==> config.mk <==
export PLATFORM = sky130hd
export DESIGN_NAME = ippc_queue
export DESIGN_NICKNAME = d
export VERILOG_FILES = /design/src/rtl/core/ippc_pkg.sv /design/src/rtl/core/ippc_queue.sv
export SDC_FILE = /design/constraint.sdc
export NUM_CORES = 1
export LEC_CHECK = 0
export ABC_CLOCK_PERIOD_IN_PS = 2900
export BUFFER_PORTS_ARGS = -buffer_cell sky130_fd_sc_hd__buf_4
export CAP_MARGIN = 20
export CORE_AREA = 2 2 39 41
export CTS_CLUSTER_SIZE = 24
export DETAILED_ROUTE_END_ITERATION = 16
export DIE_AREA = 0 0 41 43
export HOLD_SLACK_MARGIN = 0.1
export SYNTH_ARGS = -nofsm -noshare
export SYNTH_HDL_FRONTEND = slang
export SYNTH_SLANG_ARGS = --single-unit
==> constraint.sdc <==
create_clock -name clk -period 2.9 [get_ports clk]
set_input_delay 0.435 -clock clk [delete_from_list [all_inputs] [get_ports clk]]
set_output_delay 0.435 -clock clk [all_outputs]
set_load 0.005 [all_outputs]
==> src/rtl/core/ippc_pkg.sv <==
// Shared types, constants and window helpers for the isolated plus pattern counter.
// No dependencies; every file of the block refers to this package by scoped names.
package ippc_pkg;

  localparam int CFG_W       = 11;
  localparam int OUT_W       = 20;
  localparam int MAX_COLS    = 1024;
  localparam int MAX_ROWS    = 1024;
  localparam int COUNT_BITS  = 20;
  localparam int QUEUE_DEPTH = 2;
  localparam int WIN_SIDE    = 5;
  localparam int WIN_BITS    = WIN_SIDE * WIN_SIDE;
  localparam int HIST_BITS   = WIN_SIDE - 1;

  localparam logic [CFG_W-1:0]    GRID_RESET = CFG_W'(1024);
  localparam logic [WIN_BITS-1:0] WIN_COL0   = WIN_BITS'(25'h0108421);

  typedef enum logic [0:0] {
    REG_GRID_ROWS = 1'b0,
    REG_GRID_COLS = 1'b1
  } reg_idx_t;

  // Position classes of one cell, worked out by the front end.
  typedef struct packed {
    logic r_ge2;
    logic r_ge3;
    logic r_ge4;
    logic c_ge2;
    logic c_ge3;
    logic c_ge4;
    logic last_row;
    logic last_col;
  } flags_t;

  // Window cell rb rows and cb columns back from the newest cell; zero outside.
  function automatic logic win_bit(input logic [WIN_BITS-1:0] win, input int rb, input int cb);
    logic b;
    b = 1'b0;
    if (rb >= 0 && rb < WIN_SIDE && cb >= 0 && cb < WIN_SIDE) begin
      b = win[rb * WIN_SIDE + cb];
    end
    return b;
  endfunction

  // Plus test around the center (ci, cj). The far cells down and right fall
  // outside the window where they are not to be checked, so only the far
  // cells up and left need an enable.
  function automatic logic plus_hit(input logic [WIN_BITS-1:0] win, input int ci, input int cj,
                                    input logic dn, input logic lf);
    logic arms;
    logic diag;
    logic far;
    arms = win_bit(win, ci, cj) & win_bit(win, ci + 1, cj) & win_bit(win, ci - 1, cj) &
           win_bit(win, ci, cj + 1) & win_bit(win, ci, cj - 1);
    diag = win_bit(win, ci + 1, cj + 1) | win_bit(win, ci + 1, cj - 1) |
           win_bit(win, ci - 1, cj + 1) | win_bit(win, ci - 1, cj - 1);
    far  = (dn & win_bit(win, ci + 2, cj)) | win_bit(win, ci - 2, cj) |
           (lf & win_bit(win, ci, cj + 2)) | win_bit(win, ci, cj - 2);
    return arms & ~diag & ~far;
  endfunction

endpackage

==> src/rtl/core/ippc_queue.sv <==
// Short queue between front end and back end, so each side stalls on its own.
// Depends on ippc_pkg (QUEUE_DEPTH).
module ippc_queue #(
  parameter int WIDTH = 1,
  localparam int PW = $clog2(ippc_pkg::QUEUE_DEPTH),
  localparam int NW = $clog2(ippc_pkg::QUEUE_DEPTH + 1)
) (
  input  logic             clk,
  input  logic             rst,
  input  logic             push,
  input  logic [WIDTH-1:0] push_data,
  input  logic             pop,
  output logic             full,
  output logic             not_empty,
  output logic [WIDTH-1:0] head
);

  logic [WIDTH-1:0] slots [ippc_pkg::QUEUE_DEPTH];
  logic [PW-1:0]    wr_ptr;
  logic [PW-1:0]    rd_ptr;
  logic [NW-1:0]    fill;
  logic             do_pop;

  assign full      = fill == NW'(ippc_pkg::QUEUE_DEPTH);
  assign not_empty = fill != '0;
  assign head      = slots[rd_ptr];
  assign do_pop    = pop && not_empty;

  always_ff @(posedge clk) begin
    if (push) begin
      slots[wr_ptr] <= push_data;
    end
  end

  always_ff @(posedge clk) begin
    if (rst) begin
      wr_ptr <= '0;
      rd_ptr <= '0;
      fill   <= '0;
    end else begin
      if (push) begin
        wr_ptr <= wr_ptr + PW'(1);
      end
      if (do_pop) begin
        rd_ptr <= rd_ptr + PW'(1);
      end
      if (push && !do_pop) begin
        fill <= fill + NW'(1);
      end else if (do_pop && !push) begin
        fill <= fill - NW'(1);
      end
    end
  end

  a_no_push_when_full: assert property (@(posedge clk) disable iff (rst)
    !(push && full))
    else $error("queue pushed while full");

  a_fill_bound: assert property (@(posedge clk) disable iff (rst)
    32'(fill) <= ippc_pkg::QUEUE_DEPTH)
    else $error("queue fill count out of range");

endmodule

# ---- Yosys cells after proc, flatten, opt, wreduce, memory -nomap -nowiden
# Memories as Yosys holds them, arrays and structs flattened. A register that Yosys moved wholly into a read port is not among the register bits.
# Cells that the tools add are included.
dict set report totals {
  regBits 4
  latchBits 0
  ram_bits 2
  romBits 0
  n_memories 1
}
dict set report op_classes {
  n_addsub 4
  n_mul 0
  div_mod_pow 0
  n_lt_le_gt_ge 0
  n_eq_ne 1
  n_shift 0
  n_mux 6
  n_bitwise 0
  reduce_logical 7
}
# memory depth word_bits rd rd_clocked_by_memory_dff wr line_no
set memory_table {}
lappend memory_table {slots 2 1 1 1 1 ippc_queue.sv:18} ;# logic [WIDTH-1:0] slots [ippc_pkg::QUEUE_DEPTH];
# op count
set ops {}
lappend ops {{two-way mux 1 bit} 4}
lappend ops {{two-way mux 2 bit} 2}
lappend ops {{nonzero test 2 bit} 2}
lappend ops {{logical AND 1 bit} 3}
lappend ops {{adder 1 bit (second input constant)} 2}
lappend ops {{adder 2 x 1 -> 2 bit (second input constant)} 1}
lappend ops {{== test 2 bit (second input constant)} 1}
lappend ops {{zero test 1 bit} 2}
lappend ops {{subtractor 2 x 1 -> 2 bit (second input constant)} 1}

# ---- Depth between registers and ports, before layout
dict set report depth {
  ltp_word 5
  ltp_mapped 5
  depth_no_buf 5
}

# ---- Worst setup path after synthesis
# OpenSTA, ideal clock, no wires.
dict set report synth_timing {
  path_kind {reg2reg}
  startpoint {register fill[0]}
  endpoint {register fill[1]}
  setup_time_ns 0.070
  arrival_time_ns 1.329
  slack_ns 1.502
  path_stages_with_launch 5
  synth_period_minus_slack_ns 1.398
  cell_sequence {dfxtp_1 -> o21ai_0 -> ha_1 -> or3_1 -> a21oi_1}
}
dict set report synth_between {
  elab_chain_len 5
}
# item line_no
set synth_rtl {}
lappend synth_rtl {{start: declaration} ippc_queue.sv:21} ;# logic [NW-1:0] fill;
lappend synth_rtl {{start signal: assignment} ippc_queue.sv:48} ;# fill <= fill + NW'(1);
lappend synth_rtl {{start signal: assignment} ippc_queue.sv:50} ;# fill <= fill - NW'(1);
lappend synth_rtl {{parallel branches: the longest is 5 deep, another holds subtractor 2 x 1 -> 2 bit} --}
# Several ways; the timed one is not identified. The select of a mux whose other input is x is not followed.
# A chain may end at the register's enable or synchronous reset.

# ---- Worst setup path after layout
# Ends and elaborated chain as after synthesis.

==> run metrics <==
total number of vias=193; DIE AREA=1760 µm²; pwr dens=953 nW/µm²; crit start category=register; max_cap viols=0; register area=160 µm²; Slew @ Worst Pin=0.312 ns; synth warn=0; number of global-route vias before repair=176; Crit Path Class=register to register; first-pass GRT wire length=703 µm; syn_nets=31; crit path capture type=register; TritonCTS buffer count=3; via density per instance=3.71; clk sinks=7; # hold bufs at CTS=0; Resize count post-CTS=0; total iterations of the first detailed-routing run=4; P_leak=0.000165 µW; max-slew violation count=0; RePlAce Congestion=0.698; fin nets=43; Routed Antenna Nets=0; Final Hold Fails=0; sequential cell area fraction in the yosys report=56.6%; IO Pins=8; status=finished clean; Netlist cell types=14; initial antenna violation count=0; Critical Path RT=3.08 ns; Area Growth Syn to Fin=35.0%; Total Power=364 µW; pin count of the biggest net entering global routing=6; drt drc=0; fin crit period=1.53 ns; RSZ-0062 raised after global routing=false; Fillers=155; H-tree depth=1; Crit. Startpoint=fill[0]; Multi-input gate area=123 µm²; TritonCTS clock tree=built; area leader, netlist=dfxtp_1; R2R depth=4; Worst-path clk slew=0.05 ns; Clock Latency Late Sink=0.25 ns; Layout Skew=0.000629 ns; Crit Path Max Fanout=5; Antenna diodes=0; initial core utilization=20.4%; Final period util=52.9%; Slew Limit Headroom=79.0%; flop2flop setup slack=1.37 ns; total gr overflow=0; Yosys reg bits=7; VDD IR-drop max=0.306 mV; clk buf depth=2; post-CTS setup buffer count=0; post-synth top area share=35.4%; Max Clk Rate=0.652 GHz; row cnt=14; setup TNS=0 ns; Mapped Avg Cell Area=11.3 µm²; # setup viols final=0; Post-Synthesis Cells=25; hold_sp=push_data; FF-to-FF End=fill[1]; Die Span Y=43 µm; synthesized cell area=283 µm²; Routed wire per std cell=7.96 µm; Buffers on Ports=7; Routed Wire Length=414 µm; RR Startpoint=fill[0]; Worst EP arrival=1.72 ns; Hold Path Class=input port to register; commonest non-fill, non-tap cell in the layout=buf_4; most frequent cells in the layout=7 x buf_4, 5 x dfxtp_1, 4 x nor2_1; crit path to=fill[1]; hpwl dp=310 µm; clock root buffer=clkbuf_4; initial drt markers=2; share of layout cells above drive strength 1=36.1%; core area=1380 µm²; All-Layer GR Usage=6.87%; Die X=41 µm; synth top area cells=dfxtp_1 35%, edfxtp_1 21%, xor2_1 9.3%
-- routing by layer --
layer	track usage, %	wire length [µm]	vias to the layer above
met1	7.87	197	81
li1	-	-	104
met3	6.81	56	0
met2	6.88	160	8
met4	6.00	0	0
met5	0	0	-
-- cells by family after synthesis --
family	count (synthesis)	share of synthesized area [%]
compound gates	3	5.31
xor+xnor	4	12.4
fa+ha+maj	1	4.42
flops	7	56.6
mux	1	3.98
simple gates	9	17.3
-- per-stage QoR --
stage               cells  worst slack (ns)  hold WS (ns)  cell area, µm²  utilization, %
detailed placement     48              1.35         0.495             355            25.7
floorplan              25              1.50         0.466             283               -
global route           52              1.25         0.358             382            27.6
CTS                    52              1.36         0.357             382            27.6
finish                 52              1.37         0.368             382            27.6
global placement       48              1.36         0.489             355            25.7
-- critical path, stage by stage (launching register included) --
cell     delay [ns]
dfxtp_1        0.35
o21ai_0        0.29
ha_1           0.33
or3_1          0.35
a21oi_1        0.14
-- power breakdown --
part           switching [µW]  internal (µW)  leakage [µW]
Sequential               21.8            131     0.0000601
Clock                    36.0           52.5     0.0000150
Combinational            48.1           74.9     0.0000899
Total                     106            258      0.000165
-- synth_stat cells --
master	count
and2b_2	1
ha_1	1
or3_1	1
and2_1	1
nor2_1	4
nor2b_1	1
or2_2	1
xnor2_1	1
o21ai_0	2
xor2_1	3
edfxtp_1	2
mux2_2	1
dfxtp_1	5
a21oi_1	1
-- how the worst min path moves through the flow --
stage / end / slack, ns / cells after the start
2_1_floorplan: fill[1] / 0.47 / 2
3_3_place_gp: rd_ptr / 0.49 / 2
3_5_place_dp: rd_ptr / 0.50 / 2
4_1_cts: slots[0] / 0.36 / 1
5_1_grt: slots[1] / 0.36 / 1
6_report: slots[1] / 0.37 / 1
-- layout make-up --
class	instances	area share, %
well taps	16	5.25
repair buffers	7	13.8
multi-input cells	18	32.1
flip-flops and latches	7	42.0
clock buffers	4	6.89
Power figures use the tool's default switching activity.
