### src/rtl/core/ippc_pkg.sv
// Shared types, constants and window helpers for the isolated plus pattern counter.
// No dependencies; every file of the block refers to this package by scoped names.
package ippc_pkg;

  localparam int CFG_W       = 11;
  localparam int OUT_W       = 20;
  localparam int MAX_COLS    = 1024;
  localparam int MAX_ROWS    = 1024;
  localparam int COUNT_BITS  = 20;
  localparam int QUEUE_DEPTH = 2;
  localparam int WIN_SIDE    = 5;
  localparam int WIN_BITS    = WIN_SIDE * WIN_SIDE;
  localparam int HIST_BITS   = WIN_SIDE - 1;

  localparam logic [CFG_W-1:0]    GRID_RESET = CFG_W'(1024);
  localparam logic [WIN_BITS-1:0] WIN_COL0   = WIN_BITS'(25'h0108421);

  typedef enum logic [0:0] {
    REG_GRID_ROWS = 1'b0,
    REG_GRID_COLS = 1'b1
  } reg_idx_t;

  // Position classes of one cell, worked out by the front end.
  typedef struct packed {
    logic r_ge2;
    logic r_ge3;
    logic r_ge4;
    logic c_ge2;
    logic c_ge3;
    logic c_ge4;
    logic last_row;
    logic last_col;
  } flags_t;

  // Window cell rb rows and cb columns back from the newest cell; zero outside.
  function automatic logic win_bit(input logic [WIN_BITS-1:0] win, input int rb, input int cb);
    logic b;
    b = 1'b0;
    if (rb >= 0 && rb < WIN_SIDE && cb >= 0 && cb < WIN_SIDE) begin
      b = win[rb * WIN_SIDE + cb];
    end
    return b;
  endfunction

  // Plus test around the center (ci, cj). The far cells down and right fall
  // outside the window where they are not to be checked, so only the far
  // cells up and left need an enable.
  function automatic logic plus_hit(input logic [WIN_BITS-1:0] win, input int ci, input int cj,
                                    input logic dn, input logic lf);
    logic arms;
    logic diag;
    logic far;
    arms = win_bit(win, ci, cj) & win_bit(win, ci + 1, cj) & win_bit(win, ci - 1, cj) &
           win_bit(win, ci, cj + 1) & win_bit(win, ci, cj - 1);
    diag = win_bit(win, ci + 1, cj + 1) | win_bit(win, ci + 1, cj - 1) |
           win_bit(win, ci - 1, cj + 1) | win_bit(win, ci - 1, cj - 1);
    far  = (dn & win_bit(win, ci + 2, cj)) | win_bit(win, ci - 2, cj) |
           (lf & win_bit(win, ci, cj + 2)) | win_bit(win, ci, cj - 2);
    return arms & ~diag & ~far;
  endfunction

endpackage

### src/rtl/core/ippc_front.sv
// Front end: accepts cells, tracks the raster position and classifies each cell.
// Depends on ippc_pkg (flags_t).
module ippc_front #(
  parameter int MAX_COLS = ippc_pkg::MAX_COLS,
  parameter int MAX_ROWS = ippc_pkg::MAX_ROWS,
  localparam int CW  = $clog2(MAX_COLS),
  localparam int RW  = $clog2(MAX_ROWS),
  localparam int NCW = $clog2(MAX_COLS + 1),
  localparam int NRW = $clog2(MAX_ROWS + 1)
) (
  input  logic                       clk,
  input  logic                       rst,
  input  logic                       restart,
  input  logic [ippc_pkg::CFG_W-1:0] grid_rows,
  input  logic [ippc_pkg::CFG_W-1:0] grid_cols,
  input  logic                       in_valid,
  input  logic                       cell_is_one,
  input  logic                       q_full,
  output logic                       in_ready,
  output logic                       push,
  output logic                       push_cell,
  output logic [CW-1:0]              push_col,
  output ippc_pkg::flags_t           push_flags
);

  logic [RW-1:0]  row_pos;
  logic [CW-1:0]  col_pos;
  logic [NRW-1:0] nr_eff;
  logic [NCW-1:0] nc_eff;
  logic           accept;

  // Clamp sizes to 1..max.
  always_comb begin
    if (grid_rows == '0) begin
      nr_eff = NRW'(1);
    end else if (32'(grid_rows) > 32'(MAX_ROWS)) begin
      nr_eff = NRW'(MAX_ROWS);
    end else begin
      nr_eff = NRW'(grid_rows);
    end
    if (grid_cols == '0) begin
      nc_eff = NCW'(1);
    end else if (32'(grid_cols) > 32'(MAX_COLS)) begin
      nc_eff = NCW'(MAX_COLS);
    end else begin
      nc_eff = NCW'(grid_cols);
    end
  end

  assign in_ready = !q_full;
  assign accept   = in_valid && in_ready;
  assign push     = accept;
  assign push_cell = cell_is_one;
  assign push_col  = col_pos;

  always_comb begin
    push_flags.r_ge2    = 32'(row_pos) >= 32'd2;
    push_flags.r_ge3    = 32'(row_pos) >= 32'd3;
    push_flags.r_ge4    = 32'(row_pos) >= 32'd4;
    push_flags.c_ge2    = 32'(col_pos) >= 32'd2;
    push_flags.c_ge3    = 32'(col_pos) >= 32'd3;
    push_flags.c_ge4    = 32'(col_pos) >= 32'd4;
    push_flags.last_row = (32'(row_pos) + 32'd1) >= 32'(nr_eff);
    push_flags.last_col = (32'(col_pos) + 32'd1) >= 32'(nc_eff);
  end

  always_ff @(posedge clk) begin
    if (rst || restart) begin
      row_pos <= '0;
      col_pos <= '0;
    end else if (accept) begin
      if (push_flags.last_col) begin
        col_pos <= '0;
        if (push_flags.last_row) begin
          row_pos <= '0;
        end else begin
          row_pos <= row_pos + RW'(1);
        end
      end else begin
        col_pos <= col_pos + CW'(1);
      end
    end
  end

endmodule

### config.mk
export PLATFORM = sky130hd
export DESIGN_NAME = ippc_front
export DESIGN_NICKNAME = d
export VERILOG_FILES = /design/src/rtl/core/ippc_pkg.sv /design/src/rtl/core/ippc_front.sv
export SDC_FILE = /design/constraint.sdc
export NUM_CORES = 1
export LEC_CHECK = 0
export ABC_CLOCK_PERIOD_IN_PS = 4300
export BUFFER_PORTS_ARGS = -buffer_cell sky130_fd_sc_hd__buf_4
export CORE_ASPECT_RATIO = 0.5
export CORE_MARGIN = 2
export CORE_UTILIZATION = 33
export DETAILED_ROUTE_END_ITERATION = 10
export PLACE_DENSITY_LB_ADDON = 0.1
export SLEW_MARGIN = 40
export SYNTH_ARGS = -nofsm -noshare
export SYNTH_HDL_FRONTEND = slang
export SYNTH_SLANG_ARGS = --single-unit
### constraint.sdc
create_clock -name clk -period 4.3 [get_ports clk]
set_clock_uncertainty 0.2 [all_clocks]
set_input_delay 0.86 -clock clk [delete_from_list [all_inputs] [get_ports clk]]
set_output_delay 0.86 -clock clk [all_outputs]
set_load 0.03 [all_outputs]
# Yosys cells after proc, flatten, opt, wreduce, memory -nomap -nowiden
# Index checks and enable logic that the tools add are counted.
# word_totals
reg_bits	20
inputBits	28
output_inout_bits	21
# classes
addsub	4
n_lt_le_gt_ge	10
n_mux	6
reduce_logical	6
# ops
op	count
11-bit 2-to-1 mux	4
10-bit by 2-bit >= comparator with 1-bit output (second input constant)	4
10-bit by 1-bit adder with 11-bit output (second input constant)	2
11-bit >= comparator	2
11-bit greater-than comparator (second input constant)	2
11-bit zero test	2
10-bit by 1-bit adder with 10-bit output (second input constant)	2
10-bit by 3-bit >= comparator with 1-bit output (second input constant)	2
10-bit 2-to-1 mux	2
2-bit AND reduction	1
1-bit logical AND	1
1-bit zero test	1
1-bit logical OR	1

# Logic depth before layout (Yosys ltp)
# depth
depth_word	5
ltp_mapped	12
depth_no_buf	12

# Least setup slack after synthesis
# No wires, ideal clock.
# synth_path
path_kind	reg2out
from	register col_pos[0], in the netlist push_col[0]
to	output port push_flags[0] (netlist name)
arrival_time_ns	2.706
t_required_ns	3.240
slack_ns	0.534
stages_incl_launch_ff	10
path_buffers	0
path_cell_list	dfxtp_1 > ha_1 > nand3_1 > nor2_1 > and3_1 > xor2_1 > ha_1 > a211oi_1 > nor2_1 > or4_4
# synth_lines
item	line_no	source
from (decl)	ippc_front.sv:27	logic [CW-1:0] col_pos;
from (signal assigned)	ippc_front.sv:80	col_pos <= col_pos + CW'(1);
to (decl)	ippc_front.sv:23	output ippc_pkg::flags_t push_flags

==> results.sh <==
export IMPL_drc=0
export IMPL_max_freq_ghz=0.242
export IMPL_dp_cells=346
export IMPL_synthDistinctLibCells=41
export IMPL_syn_to_final_growth_pct=28.4
export IMPL_die_y_um=56.5
export IMPL_yosys_warnings=0
export IMPL_grt_start_max_net_pins=13
export IMPL_setup_viol=0
export IMPL_syn_nets=283
export IMPL_drive_gt1_share_pct=27.4
export IMPL_cellLeakagePower_nw=1.14
export IMPL_start_util_pct=33.7
export IMPL_antenna_cells=0
export IMPL_via_per_inst=5.03
export IMPL_cp_arrival_ns=3.08
export IMPL_synth_top_area_cell="dfxtp_1"
export IMPL_fin_nets=332
export IMPL_async_flop_share_pct=0
export IMPL_n_fill_cell=571
export IMPL_first_global_vias=1717
export IMPL_drv_slew=0
export IMPL_synthTopCellsByArea="dfxtp_1, ha_1, nand2_1, xor2_1, nor2_1"
export IMPL_grt_usage_pct=15.5
export IMPL_period_share_pct=96.2
export IMPL_rows=19
export IMPL_cts_buffers=3
export IMPL_hold_depth=1
export IMPL_seq_area_um2=402
export IMPL_worstPathRequired_ns=3.24
export IMPL_tns_ns=0
export IMPL_ys_flop_type="dfxtp_1"
export IMPL_syn_instance_count=229
export IMPL_holdBufCountCts=0
export IMPL_vdd_drop_max_uv=134
export IMPL_yosysTopAreaCellShare_pct=22.0
export IMPL_antenna_found_initial=0
export IMPL_reg2reg_slack_ns=0.87
export IMPL_core_um2=5400
export IMPL_dieWidth_um=109
export IMPL_finish_instance_area_um2=2340
export IMPL_final_common_cell="buf_4"
export IMPL_ant_nets=0
export IMPL_worstPathMaxFanout=2
export IMPL_cp_startpoint="grid_cols[6]"
export IMPL_cts_sinks=20
export IMPL_overflow=0
export IMPL_clockBufferDepth=2
export IMPL_finalPower_mw=0.455
export IMPL_synth_edf_count=0
export IMPL_syn_avg_cell_area_um2=7.94
export IMPL_clkTransAtPathRegs_ns=0.08
export IMPL_grt_first_pass_wirelength_mm=7.66
export IMPL_drt_wl_total_mm=4.56
export IMPL_postPlaceCellArea_um2=2250
export IMPL_hold_viol_final=0
export IMPL_multi_input_area_um2=1370
export IMPL_layout_common_cells="buf_4, nand2_1, nor2_1, ha_1, dfxtp_1"
export IMPL_cts_tree="built"
export IMPL_fin_crit_ns=4.14
export IMPL_stdcell_count=350
export IMPL_worstSetupPathType="primary input to output pin"
export IMPL_crit_end="push_flags[0]"
export IMPL_place_congestion=0.867
export IMPL_dp_final_hpwl_mm=3.72
export IMPL_power_density_nw_per_um2=195
export IMPL_worst_setup_path_start_kind="primary input"
export IMPL_syn_area_um2=1820
export IMPL_grt_setup_unrepaired="no"
export IMPL_r2r_start="push_col[0]"
export IMPL_firstDrtPassIters=4
export IMPL_whs_ns=0.355
export IMPL_wire_per_inst_um=13.0
export IMPL_dieArea_um2=6160
export IMPL_clk_latency_ns=0.26
export IMPL_htreeDepth=1
export IMPL_min_path_type="register to register"
export IMPL_root_buffer="clkbuf_8"
export IMPL_reg2reg_depth=13
export IMPL_relSlewSlack_pct=47.8
export IMPL_drtIter0Drc=59
export IMPL_via_count=1759
export IMPL_r2r_end="row_pos[4]"
export IMPL_tightestPinTransition_ns=0.776
export IMPL_drv_cap=0
export IMPL_crit_path_end_kind="output pin"
export IMPL_seq_area_frac_synth_pct=22.0
export IMPL_status="finished, final reports clean"
export IMPL_ioPinCount=49
export IMPL_ys_ff_latch=20
export IMPL_io_buffers=46
[metal layers]
metal | vias to the layer above | routed length, um | track usage (%)
met3 | 2 | 174 | 2.44
li1 | 915 | - | -
met2 | 36 | 2070 | 26.8
met5 | - | 0 | 0
met1 | 806 | 2300 | 20.5
met4 | 0 | 18 | 2.75
[power breakdown]
part	switching, mW	total (mW)	internal [mW]	leakage [nW]
Combinational	0.0408	0.0763	0.0354	0.938
Sequential	0.000763	0.187	0.186	0.162
Clock	0.0679	0.192	0.124	0.0357
Total	0.109	0.455	0.345	1.14
[critical path, stage by stage]
cell and delay, ns:
buf_4 0.12, nor4_2 0.30, a31oi_1 0.12, nor2_1 0.10, ha_1 0.23, nand2b_1 0.15, a2111oi_2 0.35, nor4_1 0.14
or4_4 0.51, buf_4 0.19
[cell type report]
class | instances | share of cell area, %
Multi-Input combinational cell | 193 | 58.5
Sequential cell | 20 | 17.2
Timing Repair Buffer | 48 | 15.4
Tap cell | 73 | 3.91
Inverter | 12 | 1.93
Clock buffer | 3 | 1.77
Clock inverter | 1 | 1.29
[synth_stat cells, drive strengths merged, types with 4 or more instances]
| cell type | count |
|---|---|
| nor3 | 4 |
| a21oi | 5 |
| nor2 | 26 |
| a22o | 6 |
| dfxtp | 20 |
| inv | 10 |
| nor4 | 10 |
| o21ai | 4 |
| nand3 | 17 |
| or2 | 4 |
| xor2 | 13 |
| or3 | 4 |
| nand2 | 37 |
| ha | 26 |
| nand4 | 5 |
| xnor2 | 8 |
[worst min-delay path by stage]
| stage | endpoint | slack [ns] | startpoint |
|---|---|---|---|
| 6_report | row_pos[0] | 0.35 | row_pos[0] |
| 3_5_place_dp | row_pos[0] | 0.34 | row_pos[0] |
| 5_1_grt | row_pos[0] | 0.39 | row_pos[0] |
| 3_3_place_gp | row_pos[0] | 0.34 | row_pos[0] |
| 4_1_cts | row_pos[0] | 0.36 | row_pos[0] |
| 2_1_floorplan | row_pos[0] | 0.29 | row_pos[0] |
[sequential cells by signal (all words and copies together), names as in the netlist]
signal / count
row_pos: 10
push_col: 10
[stage by stage]
| step | worst slack, ns | utilization (%) |
|---|---|---|
| 3_5_place_dp | 0.0406 | 41.7 |
| 2_1_floorplan | 0.534 | - |
| 6_report | 0.164 | 43.3 |
| 3_3_place_gp | 0.0563 | 41.7 |
| 4_1_cts | 0.0404 | 43.1 |
| 5_1_grt | 0.0243 | 43.3 |
[repair_timing]
action / in CTS / in global routing
gates resized for setup: 0 / 4
endpoints found under the setup margin: 0 / 1
buffers inserted: 0 / 0
[cell families (layout without fill, tap and decap cells)]
kind of cell	count (synthesis)	in the layout	share of synthesized area, %
AND/OR/NAND/NOR	116	116	31.4
AO/OA/AOI/OAI	30	30	15.1
adder cells (fa/ha/maj)	26	26	17.9
XOR/XNOR	21	21	10.1
flip-flops	20	20	22.0
buffers and inverters	16	64	3.51
Note: power is estimated with default switching activity, not from simulation.
